===== src/hw/rtl/cpm_pkg.sv =====
// Shared types and constants for the capture period rate meter.
package cpm_pkg;

   localparam int TIMER_BITS_DEFAULT = 16;
   localparam int QUEUE_DEPTH_DEFAULT = 2;

   localparam int STAMP_W = 16;
   localparam int PERIOD_W = 16;
   localparam int WORD_W = 32;
   localparam int CSR_INDEX_W = 2;
   localparam int SHIFT_W = 4;

   localparam logic [WORD_W-1:0] RPM_DIVIDEND_RESET = 32'd37500000;
   localparam logic [WORD_W-1:0] FREQ_DIVIDEND_RESET = 32'd62500000;
   localparam logic [SHIFT_W-1:0] FREQ_SHIFT_RESET = 4'd4;
   localparam logic [WORD_W-1:0] RPM_LIMIT = 32'd65535;
   localparam logic [WORD_W-1:0] ALL_ONES = '1;

   // Register indexes on the csr port
   typedef enum logic [CSR_INDEX_W-1:0] {
      CSR_RPM_DIVIDEND = 2'd0,
      CSR_FREQ_DIVIDEND = 2'd1,
      CSR_FREQ_SHIFT = 2'd2
   } csr_index_type;

   // Channel codes
   localparam logic CH_FREQ = 1'b0;
   localparam logic CH_RPM = 1'b1;

   // Output payload: period_ticks, rate_value, rate_saturated, zero_divisor
   localparam int RSP_DATA_W = 56;

   // One classified capture, handed from front to back
   typedef struct packed {
      logic channel;
      logic [PERIOD_W-1:0] period_ticks;
      logic [WORD_W-1:0] dividend;
      logic [WORD_W-1:0] divisor;
   } job_type;

   typedef enum logic [1:0] {
      BK_IDLE = 2'd0,
      BK_DIVIDE = 2'd1,
      BK_FINISH = 2'd2
   } back_state_type;

endpackage


===== src/hw/rtl/capture_period_rate_meter.sv =====
// Top level of the capture period rate meter.
//
// Each request transfer carries one timer capture stamp (tdata) tagged with
// its channel (tuser: 0 frequency, 1 rpm). The front end forms the wrapping
// period against that channel's previous stamp in the cycle it accepts the
// transfer and queues a divide job; the back end runs a one-bit-per-cycle
// restoring divider, so each item goes from job pop through 32 divide steps
// to the result load, or from pop straight to the result load on a zero
// divisor. The shared divider pops the next job only after that load. A
// two-entry job queue and the result register let the front keep taking
// captures while a result waits to be taken.
// Channel 1 reports rpm_dividend / period clamped to 65535 (rate_saturated
// set); channel 0 reports freq_dividend / (period >> freq_shift). A zero
// divisor gives all ones with zero_divisor set. Both previous stamps reset
// to zero. Write the csr registers only while the block is idle.
module capture_period_rate_meter #(
   parameter int TIMER_BITS = cpm_pkg::TIMER_BITS_DEFAULT,
   parameter int QUEUE_DEPTH = cpm_pkg::QUEUE_DEPTH_DEFAULT
) (
   input  logic clock,
   input  logic reset,
   // request channel
   input  logic req_tvalid,
   output logic req_tready,
   input  logic [cpm_pkg::STAMP_W-1:0] req_tdata,       // [15:0] capture_time
   input  logic req_tuser,                              // [0] channel
   // result channel
   output logic rsp_tvalid,
   input  logic rsp_tready,
   // [15:0] period_ticks, [47:16] rate_value, [48] rate_saturated,
   // [49] zero_divisor, [55:50] zero
   output logic [cpm_pkg::RSP_DATA_W-1:0] rsp_tdata,
   output logic rsp_tuser,                              // [0] source_channel
   // configuration writes
   input  logic csr_we,
   input  logic [cpm_pkg::CSR_INDEX_W-1:0] csr_index,
   input  logic [cpm_pkg::WORD_W-1:0] csr_wdata
);
   import cpm_pkg::*;

   logic [WORD_W-1:0] rpm_dividend_ff;
   logic [WORD_W-1:0] freq_dividend_ff;
   logic [SHIFT_W-1:0] freq_shift_ff;

   job_type push_job, pop_job;
   logic job_push, job_full, job_valid, job_pop;

   // csr registers; unknown indexes are dropped
   always_ff @(posedge clock) begin
      if (reset) begin
         rpm_dividend_ff <= RPM_DIVIDEND_RESET;
         freq_dividend_ff <= FREQ_DIVIDEND_RESET;
         freq_shift_ff <= FREQ_SHIFT_RESET;
      end else if (csr_we) begin
         unique case (csr_index)
            CSR_RPM_DIVIDEND: rpm_dividend_ff <= csr_wdata;
            CSR_FREQ_DIVIDEND: freq_dividend_ff <= csr_wdata;
            CSR_FREQ_SHIFT: freq_shift_ff <= csr_wdata[SHIFT_W-1:0];
            default: ;
         endcase
      end
   end

   cpm_front #(
      .TIMER_BITS(TIMER_BITS)
   ) u_front (
      .clock(clock),
      .reset(reset),
      .req_tvalid(req_tvalid),
      .req_tready(req_tready),
      .req_tdata(req_tdata),
      .req_tuser(req_tuser),
      .rpm_dividend(rpm_dividend_ff),
      .freq_dividend(freq_dividend_ff),
      .freq_shift(freq_shift_ff),
      .job_full(job_full),
      .job_push(job_push),
      .job(push_job)
   );

   cpm_queue #(
      .DEPTH(QUEUE_DEPTH)
   ) u_queue (
      .clock(clock),
      .reset(reset),
      .push(job_push),
      .push_job(push_job),
      .full(job_full),
      .pop(job_pop),
      .valid(job_valid),
      .pop_job(pop_job)
   );

   cpm_back u_back (
      .clock(clock),
      .reset(reset),
      .job_valid(job_valid),
      .job(pop_job),
      .job_pop(job_pop),
      .rsp_tvalid(rsp_tvalid),
      .rsp_tready(rsp_tready),
      .rsp_tdata(rsp_tdata),
      .rsp_tuser(rsp_tuser)
   );

endmodule


===== src/hw/rtl/cpm_front.sv =====
// Front end: takes capture stamps, forms the period and the divide job.
module cpm_front #(
   parameter int TIMER_BITS = cpm_pkg::TIMER_BITS_DEFAULT
) (
   input  logic clock,
   input  logic reset,
   input  logic req_tvalid,
   output logic req_tready,
   input  logic [cpm_pkg::STAMP_W-1:0] req_tdata,
   input  logic req_tuser,
   input  logic [cpm_pkg::WORD_W-1:0] rpm_dividend,
   input  logic [cpm_pkg::WORD_W-1:0] freq_dividend,
   input  logic [cpm_pkg::SHIFT_W-1:0] freq_shift,
   input  logic job_full,
   output logic job_push,
   output cpm_pkg::job_type job
);
   import cpm_pkg::*;

   logic [TIMER_BITS-1:0] prev_ff [2];
   logic [TIMER_BITS-1:0] stamp;
   logic [TIMER_BITS-1:0] period;
   logic [WORD_W-1:0] period_ext;
   logic [PERIOD_W-1:0] period_low;

   generate
      if (TIMER_BITS >= STAMP_W) begin : g_stamp_wide
         assign stamp = TIMER_BITS'(req_tdata);
      end else begin : g_stamp_narrow
         assign stamp = req_tdata[TIMER_BITS-1:0];
      end
      if (TIMER_BITS >= PERIOD_W) begin : g_period_wide
         assign period_low = period[PERIOD_W-1:0];
      end else begin : g_period_narrow
         assign period_low = PERIOD_W'(period);
      end
      if (TIMER_BITS >= WORD_W) begin : g_ext_full
         assign period_ext = period[WORD_W-1:0];
      end else begin : g_ext_pad
         assign period_ext = WORD_W'(period);
      end
   endgenerate

   assign period = stamp - prev_ff[req_tuser];
   assign req_tready = !job_full;
   assign job_push = req_tvalid && !job_full;

   always_comb begin
      job.channel = req_tuser;
      job.period_ticks = period_low;
      if (req_tuser == CH_RPM) begin
         job.dividend = rpm_dividend;
         job.divisor = period_ext;
      end else begin
         job.dividend = freq_dividend;
         job.divisor = period_ext >> freq_shift;
      end
   end

   always_ff @(posedge clock) begin
      if (reset) begin
         prev_ff[0] <= '0;
         prev_ff[1] <= '0;
      end else if (job_push) begin
         prev_ff[req_tuser] <= stamp;
      end
   end

endmodule


===== src/hw/rtl/cpm_queue.sv =====
// Small job queue between front and back.
module cpm_queue #(
   parameter int DEPTH = cpm_pkg::QUEUE_DEPTH_DEFAULT
) (
   input  logic clock,
   input  logic reset,
   input  logic push,
   input  cpm_pkg::job_type push_job,
   output logic full,
   input  logic pop,
   output logic valid,
   output cpm_pkg::job_type pop_job
);
   import cpm_pkg::*;

   localparam int PTR_W = (DEPTH > 1) ? $clog2(DEPTH) : 1;
   localparam int CNT_W = $clog2(DEPTH + 1);
   localparam logic [PTR_W-1:0] LAST = PTR_W'(DEPTH - 1);
   localparam logic [CNT_W-1:0] FULL_COUNT = CNT_W'(DEPTH);

   job_type slot_ff [DEPTH];
   logic [PTR_W-1:0] wr_ptr_ff, wr_ptr_in;
   logic [PTR_W-1:0] rd_ptr_ff, rd_ptr_in;
   logic [CNT_W-1:0] count_ff, count_in;
   logic do_push, do_pop;

   assign full = (count_ff == FULL_COUNT);
   assign valid = (count_ff != '0);
   assign do_push = push && !full;
   assign do_pop = pop && valid;
   assign pop_job = slot_ff[rd_ptr_ff];

   always_comb begin
      wr_ptr_in = wr_ptr_ff;
      rd_ptr_in = rd_ptr_ff;
      count_in = count_ff;
      if (do_push) begin
         wr_ptr_in = (wr_ptr_ff == LAST) ? '0 : wr_ptr_ff + 1'b1;
      end
      if (do_pop) begin
         rd_ptr_in = (rd_ptr_ff == LAST) ? '0 : rd_ptr_ff + 1'b1;
      end
      if (do_push && !do_pop) begin
         count_in = count_ff + 1'b1;
      end else if (do_pop && !do_push) begin
         count_in = count_ff - 1'b1;
      end
   end

   always_ff @(posedge clock) begin
      if (reset) begin
         wr_ptr_ff <= '0;
         rd_ptr_ff <= '0;
         count_ff <= '0;
      end else begin
         wr_ptr_ff <= wr_ptr_in;
         rd_ptr_ff <= rd_ptr_in;
         count_ff <= count_in;
      end
   end

   always_ff @(posedge clock) begin
      if (do_push) begin
         slot_ff[wr_ptr_ff] <= push_job;
      end
   end

endmodule


===== src/hw/rtl/cpm_back.sv =====
// Back end: radix-2 restoring divider, clamp and result register.
module cpm_back (
   input  logic clock,
   input  logic reset,
   input  logic job_valid,
   input  cpm_pkg::job_type job,
   output logic job_pop,
   output logic rsp_tvalid,
   input  logic rsp_tready,
   output logic [cpm_pkg::RSP_DATA_W-1:0] rsp_tdata,
   output logic rsp_tuser
);
   import cpm_pkg::*;

   localparam int CNT_W = $clog2(WORD_W);

   back_state_type state_ff, state_in;
   logic [CNT_W-1:0] count_ff;
   logic [WORD_W-1:0] dq_ff;      // dividend out at top, quotient in at bottom
   logic [WORD_W-1:0] rem_ff;
   logic [WORD_W-1:0] divisor_ff;
   logic channel_ff;
   logic [PERIOD_W-1:0] period_ff;
   logic zero_ff;

   logic out_valid_ff;
   logic [RSP_DATA_W-1:0] out_data_ff;
   logic out_user_ff;

   logic out_free, load_job, div_step, load_out;
   logic [WORD_W:0] trial, diff;
   logic [WORD_W-1:0] rate;
   logic sat;

   assign out_free = !out_valid_ff || rsp_tready;

   // next state
   always_comb begin
      state_in = state_ff;
      unique case (state_ff)
         BK_IDLE: begin
            if (job_valid) begin
               state_in = (job.divisor == '0) ? BK_FINISH : BK_DIVIDE;
            end
         end
         BK_DIVIDE: begin
            if (count_ff == '0) begin
               state_in = BK_FINISH;
            end
         end
         BK_FINISH: begin
            if (out_free) begin
               state_in = BK_IDLE;
            end
         end
         default: state_in = BK_IDLE;
      endcase
   end

   // outputs of the sequencer
   always_comb begin
      load_job = 1'b0;
      div_step = 1'b0;
      load_out = 1'b0;
      unique case (state_ff)
         BK_IDLE: load_job = job_valid;
         BK_DIVIDE: div_step = 1'b1;
         BK_FINISH: load_out = out_free;
         default: ;
      endcase
   end

   assign job_pop = load_job;

   assign trial = {rem_ff, dq_ff[WORD_W-1]};
   assign diff = trial - {1'b0, divisor_ff};

   always_comb begin
      rate = dq_ff;
      sat = 1'b0;
      if (zero_ff) begin
         rate = ALL_ONES;
      end else if (channel_ff == CH_RPM && dq_ff > RPM_LIMIT) begin
         rate = RPM_LIMIT;
         sat = 1'b1;
      end
   end

   always_ff @(posedge clock) begin
      if (reset) begin
         state_ff <= BK_IDLE;
         out_valid_ff <= 1'b0;
      end else begin
         state_ff <= state_in;
         if (load_out) begin
            out_valid_ff <= 1'b1;
         end else if (rsp_tready) begin
            out_valid_ff <= 1'b0;
         end
      end
   end

   always_ff @(posedge clock) begin
      if (load_job) begin
         dq_ff <= job.dividend;
         rem_ff <= '0;
         divisor_ff <= job.divisor;
         channel_ff <= job.channel;
         period_ff <= job.period_ticks;
         zero_ff <= (job.divisor == '0);
         count_ff <= CNT_W'(WORD_W - 1);
      end else if (div_step) begin
         if (!diff[WORD_W]) begin
            rem_ff <= diff[WORD_W-1:0];
            dq_ff <= {dq_ff[WORD_W-2:0], 1'b1};
         end else begin
            rem_ff <= trial[WORD_W-1:0];
            dq_ff <= {dq_ff[WORD_W-2:0], 1'b0};
         end
         count_ff <= count_ff - 1'b1;
      end
      if (load_out) begin
         out_data_ff <= {6'b0, zero_ff, sat, rate, period_ff};
         out_user_ff <= channel_ff;
      end
   end

   assign rsp_tvalid = out_valid_ff;
   assign rsp_tdata = out_data_ff;
   assign rsp_tuser = out_user_ff;

endmodule

===== config.mk =====
export PLATFORM = sky130hd
export DESIGN_NAME = capture_period_rate_meter
export DESIGN_NICKNAME = d
export VERILOG_FILES = /design/src/hw/rtl/cpm_pkg.sv /design/src/hw/rtl/capture_period_rate_meter.sv /design/src/hw/rtl/cpm_front.sv /design/src/hw/rtl/cpm_queue.sv /design/src/hw/rtl/cpm_back.sv
export SDC_FILE = /design/constraint.sdc
export NUM_CORES = 1
export LEC_CHECK = 0
export ABC_AREA = 1
export BUFFER_PORTS_ARGS = -buffer_cell sky130_fd_sc_hd__buf_2
export CAP_MARGIN = 0
export CORE_MARGIN = 3
export CORE_UTILIZATION = 50
export CTS_CLUSTER_DIAMETER = 80
export DETAILED_ROUTE_END_ITERATION = 8
export PLACE_DENSITY = 0.68
export SYNTH_ARGS = -nofsm -noshare
export SYNTH_HDL_FRONTEND = slang
export SYNTH_SLANG_ARGS = --single-unit

===== constraint.sdc =====
create_clock -name clock -period 10 [get_ports clock]
set_input_delay 2 -clock clock [delete_from_list [all_inputs] [get_ports clock]]
set_output_delay 2 -clock clock [all_outputs]
set_load 0.1 [all_outputs]

Word level (Yosys, flattened, before mapping)
Memory sizes are Yosys's and may differ from the RTL's. A register that Yosys moved wholly into a read port is not among the register bits.
Index checks and enable logic that the tools add are counted.
Storage, ports and cells
  memory bits (read-only): 0
  latch bits: 0
  word-level logic and storage cells: 96
  memories: 2
  register bits after elaboration: 245
  RAM bits: 194
Operators by class
  reductions and logical operators: 25
  magnitude comparators: 1
  multiply operators: 0
  bitwise gates (word level): 0
  eq/ne operators: 8
  div/mod/pow operators: 0
  muxes and demuxes: 33
  $add $sub $neg: 7
  shift operators: 1
Memory list
  u_queue.slot_ff: words 2, bits a word 81, read ports 1, clocked after Yosys merged registers in 1, wr ports 1, line cpm_queue.sv:21  | job_type slot_ff [DEPTH];
  u_front.prev_ff: words 2, bits a word 16, read ports 1, clocked after Yosys merged registers in 0, wr ports 2, line cpm_front.sv:20  | logic [TIMER_BITS-1:0] prev_ff [2];
Operators with widths (number)
  2-to-1 mux 32 bit: 4
  2-to-1 mux 64 bit: 1
  subtractor 33 x 32 -> 33 bit: 1
  greater-than comparator 32 x 16 -> 1 bit, second input constant: 1
  logical NOT 32 bit: 1
  right shift 16 x 4 -> 32 bit: 1
  2-to-1 mux 1 bit: 20
  2-to-1 mux 16 bit: 1
  OR reduction 16 bit: 1
  subtractor 16 bit: 1
  2-to-1 mux 2 bit: 6
  nonzero test 2 bit: 4
  equality test 2 bit, second input constant: 3
  logical AND 1 bit: 6
  inequality test 2 x 1 -> 1 bit, second input constant: 3
  case mux 2 bit (3 select lines): 1
  AND reduction 2 bit: 3
  logical NOT 5 bit: 1
  subtractor 5 x 1 -> 5 bit, second input constant: 1
  equality test 2 x 1 -> 1 bit, second input constant: 2
  logical NOT 1 bit: 4
  logical NOT 2 bit: 2
  AND reduction 3 bit: 1
  adder 1 bit, second input constant: 2
  other kinds (4): 4

Longest topological paths before layout
  depth in word-level cells: 8
  depth in mapped cells: 22

Cells and area by module
A second synthesis with hierarchy kept.
Unflattened totals
  cell total of the unflattened synthesis: 2518
  area total of the unflattened synthesis: 22645.5 µm²
Modules (own cells, without submodules)
  cpm_back: cells each 1202, instances 1, sequential area each 4794.6 µm², area each 9510.4 µm²
  cpm_queue: cells each 289, instances 1, sequential area each 4964.8 µm², area each 6492.5 µm²
  cpm_front: cells each 634, instances 1, sequential area each 960.9 µm², area each 3834.9 µm²
  capture_period_rate_meter: cells each 393, instances 1, sequential area each 1361.3 µm², area each 2807.7 µm²

Worst setup path after synthesis
OpenSTA, ideal clock, no wires.
  kind: input -> register
  from: input port rsp_tready
  to: register u_back.out_data_ff[0] (netlist: u_back.rsp_tdata[0]) (enable)
  cell stages on the path: 2
  setup time: 0.523 ns
  required time: 9.477 ns
  arrival: 5.529 ns
  path buffers: 0
  path slack: 3.948 ns
  cells stage by stage: nor2_1 -> nor3_1
On the way
  longest elaborated chain between the ends: 2
RTL lines
  start, declared: line capture_period_rate_meter.sv:29  | input logic rsp_tready,
  logical OR 1 bit: line cpm_back.sv:35  | assign out_free = !out_valid_ff || rsp_tready;
  2-to-1 mux 1 bit: line cpm_back.sv:65  | unique case (state_ff)
  via u_back.load_out: line cpm_back.sv:30  | logic out_free, load_job, div_step, load_out;
  end signal, assigned: line cpm_back.sv:123  | out_data_ff <= {6'b0, zero_ff, sat, rate, period_ff};
  end, declared: line cpm_back.sv:27  | logic [RSP_DATA_W-1:0] out_data_ff;
The timed path passes the listed nets, and every way through them passes these cells.
A chain may end at the register's enable or synchronous reset.

==> summary.md <==
| Metric | Value |
|---|---|
| Status | `complete, no violations` |
| Final Max Slew Viols | `0` |
| Dpl hpwl | `29,420 um` |
| Post-Route Setup TNS | `0 ps` |
| Final std cells w/o fill | `2,555` |
| Tightest Pin Transition | `1145 ps` |
| CP Max Fanout | `69` |
| Sequential-to-total area share from yosys stat | `0.5856` |
| Setup ws final | `5445 ps` |
| Clk root buf | `clkbuf_16` |
| Post-synth EDFFs | `279` |
| FF+latch area | `10,640 sq um` |
| CTS Buf Count | `41` |
| Worst rel slew slack | `0.2356` |
| Global-route wire length before repair | `67,140 um` |
| Area of the multi-input gates | `6364 sq um` |
| Yosys cell types | `48` |
| Vias in the first global route | `12,690` |
| CTS max path bufs | `3` |
| Pwr/cell area | `296.9 nW/um^2` |
| Initial antenna violation count | `1` |
| IO buf count | `108` |
| Die H | `196.6 um` |
| Layout Nets | `2,154` |
| Max IR drop VDD | `0.1337 mV` |
| Gr busiest metal | `met2` |
| Die ar. | `38,660 sq um` |
| Initial DRC Count | `1,011` |
| Min Tclk post-route | `4555 ps` |
| CTS resizes | `0` |
| Fill count | `3,155` |
| RSZ-0062 raised after global routing | `no` |
| Total GRT Usage | `0.2165` |
| Antenna cells | `0` |
| Clock skew | `22.98 ps` |
| Syn. warnings | `0` |
| Worst setup path class | `primary input to register` |
| Post-Place Cells | `2,480` |
| Lkg Pwr | `8.803 nW` |
| Clock Latency Late Sink | `560 ps` |
| GRT met3 Usage | `0.02923` |
| Largest net degree at the start of global routing | `78` |
| Reg clk slew, reported paths | `60 ps` |
| Initial Utilization | `0.5096` |
| Synthesis-to-finish area growth | `12.31%` |
| Commonest cells after routing, fill and taps aside | `nand2_1, edfxtp_1, inv_1, nor2_1, nand3_1` |
| Routed wire per std cell | `16.42 um` |
| Critical Path AT | `4850 ps` |
| GR Util met2 | `0.3355` |
| Hold/Removal Path Class | `register to register` |
| Ports | `115` |
| Layout cells sized above 1 | `0.1070` |
| Startpoint types | `primary input` |
| Routed vias/inst | `5.309` |
| Fmax | `0.2195 GHz` |
| Die Width | `196.6 um` |
| CTS sink cnt | `392` |
| Mapped Cells | `1,979` |
| Drt total wl | `41,960 um` |
| FP Rows | `69` |
| Commonest non-fill, non-tap cell in the layout | `nand2_1` |
| Max-cap violation count | `0` |
| Post-CTS Setup Bufs | `0` |
| GR met1 Demand/Resource | `0.3228` |
| ANT nets after route | `0` |
| Via count | `13,560` |
| CTS Hold Bufs | `0` |
| # DRC | `0` |
| H-Tree Depth | `2` |
| Flop and latch count out of synthesis | `392` |
| Gr ovfl total | `0` |
| Worst setup EP type | `register` |
| CTS tree | `done` |
| Final GP Congestion | `0.9165` |
| Fin crit share | `0.4555` |
| Avg Cell Area, Syn | `9.181 sq um` |
| Total power | `0.006059 W` |
| DR pass1 iterations | `7` |
| Synth Flop Type | `edfxtp_1` |
| Count of final setup violators | `0` |
| Synth Cell Area | `18,170 sq um` |
| Pre-CTS setup slack | `4869 ps` |
| Core ar. | `35,660 sq um` |
| Final hold viol count | `0` |
| WP data required | `10,300 ps` |
| Ys async rst share | `0` |
[logic make-up (layout without fill, tap and decap cells)]
group / after synthesis / in the layout / synth area share
flops: 392 / 392 / 0.5856
mux: 32 / 32 / 0.01880
xor+xnor: 19 / 19 / 0.009159
simple gates: 927 / 927 / 0.2115
fa+ha+maj: 36 / 36 / 0.02562
compound gates: 261 / 261 / 0.08153
other cells: 1 / 6 / 0.0002064
buf+inv: 311 / 421 / 0.06755
[Yosys cell counts, types with 17 or more instances]
| cell type | n | share of area |
|---|---|---|
| mux2_2 | 17 | 0.011 |
| nor2_1 | 206 | 0.043 |
| ha_1 | 34 | 0.023 |
| nand4_1 | 27 | 0.0093 |
| inv_1 | 217 | 0.045 |
| clkbuf_1 | 55 | 0.011 |
| o211ai_1 | 45 | 0.019 |
| nand2_1 | 495 | 0.10 |
| o21ai_1 | 17 | 0.0047 |
| nand3_1 | 162 | 0.045 |
| edfxtp_1 | 279 | 0.46 |
| o21ai_0 | 135 | 0.037 |
| dfxtp_1 | 113 | 0.12 |
| a21oi_1 | 40 | 0.011 |
[where the power goes]
group | total [W] | switching, W | internal, W
registers | 0.00243 | 0.000177 | 0.00226
logic | 0.00212 | 0.00151 | 0.000602
clock network | 0.00151 | 0.000626 | 0.000884
[path summary, 6_finish.rpt]
kind / from / to / slack [ps] / cells past startpoint
worst max register to register: u_back.dq_ff[31] / u_back.rem_ff[25] / 6810 / 18
worst min register to register: u_back.period_ff[15] / u_back.rsp_tdata[15] / 420 / 0
worst min-delay path: u_back.period_ff[15] / u_back.rsp_tdata[15] / 420 / 0
worst max-delay path: req_tuser / u_queue.slot_ff[1][1] / 5450 / 18
[sequential cells by signal, summed over array words and instances (netlist names), named ones only]
| name | count |
|---|---|
| u_queue.wr_ptr_ff | 1 |
| u_back.channel_ff | 1 |
| freq_dividend_ff | 32 |
| u_back.count_ff | 5 |
| u_back.dq_ff | 32 |
| u_back.state_ff | 2 |
| u_front.prev_ff | 32 |
| u_back.rem_ff | 32 |
| rpm_dividend_ff | 32 |
| u_back.zero_ff | 1 |
| u_back.rsp_tvalid | 1 |
| u_queue.slot_ff | 130 |
| u_back.rsp_tdata | 50 |
| u_back.divisor_ff | 16 |
| freq_shift_ff | 4 |
| u_back.rsp_tuser | 1 |
| u_queue.rd_ptr_ff | 1 |
| u_queue.count_ff | 2 |
| u_back.period_ff | 16 |
[routing by layer]
metal,part of all wire,wire [um],vias to the layer above
met5,0.00017,7,-
met1,0.47,19860,6376
met3,0.048,1994,69
met4,0.022,920,2
li1,-,-,6792
met2,0.46,19180,325
[critical path, stage by stage]
cell,delay [ps]
buf_2,70
buf_4,660
mux2i_1,290
ha_1,320
nand2_1,140
inv_1,50
nand2_1,90
nand2_1,70
a21oi_1,310
nand2_1,130
nand2_1,100
nand3_1,90
nand2_1,110
nand2_1,70
nand2_1,100
nand2_1,70
nand3_1,100
nand2_1,70
[per-stage QoR]
| stage | utilization | hold slack [ps] | area, sq um |
|---|---|---|---|
| CTS | 0.5723 | 409.9 | 20410 |
| global placement | 0.5345 | 404.0 | 19060 |
| global route | 0.5723 | 437.6 | 20410 |
| floorplan | - | 400.3 | 18190 |
| finish | 0.5723 | 417.2 | 20410 |
| detailed placement | 0.5345 | 404.5 | 19060 |
[cell type report]
type	instances	area share
sequential	392	0.5216
multi-input combinational	1281	0.3118
clock buffer	46	0.05273
inverter	227	0.04175
timing repair buffer	119	0.03053
tap	461	0.02826
clock inverter	29	0.01330
Note: power is estimated with default switching activity, not from simulation.
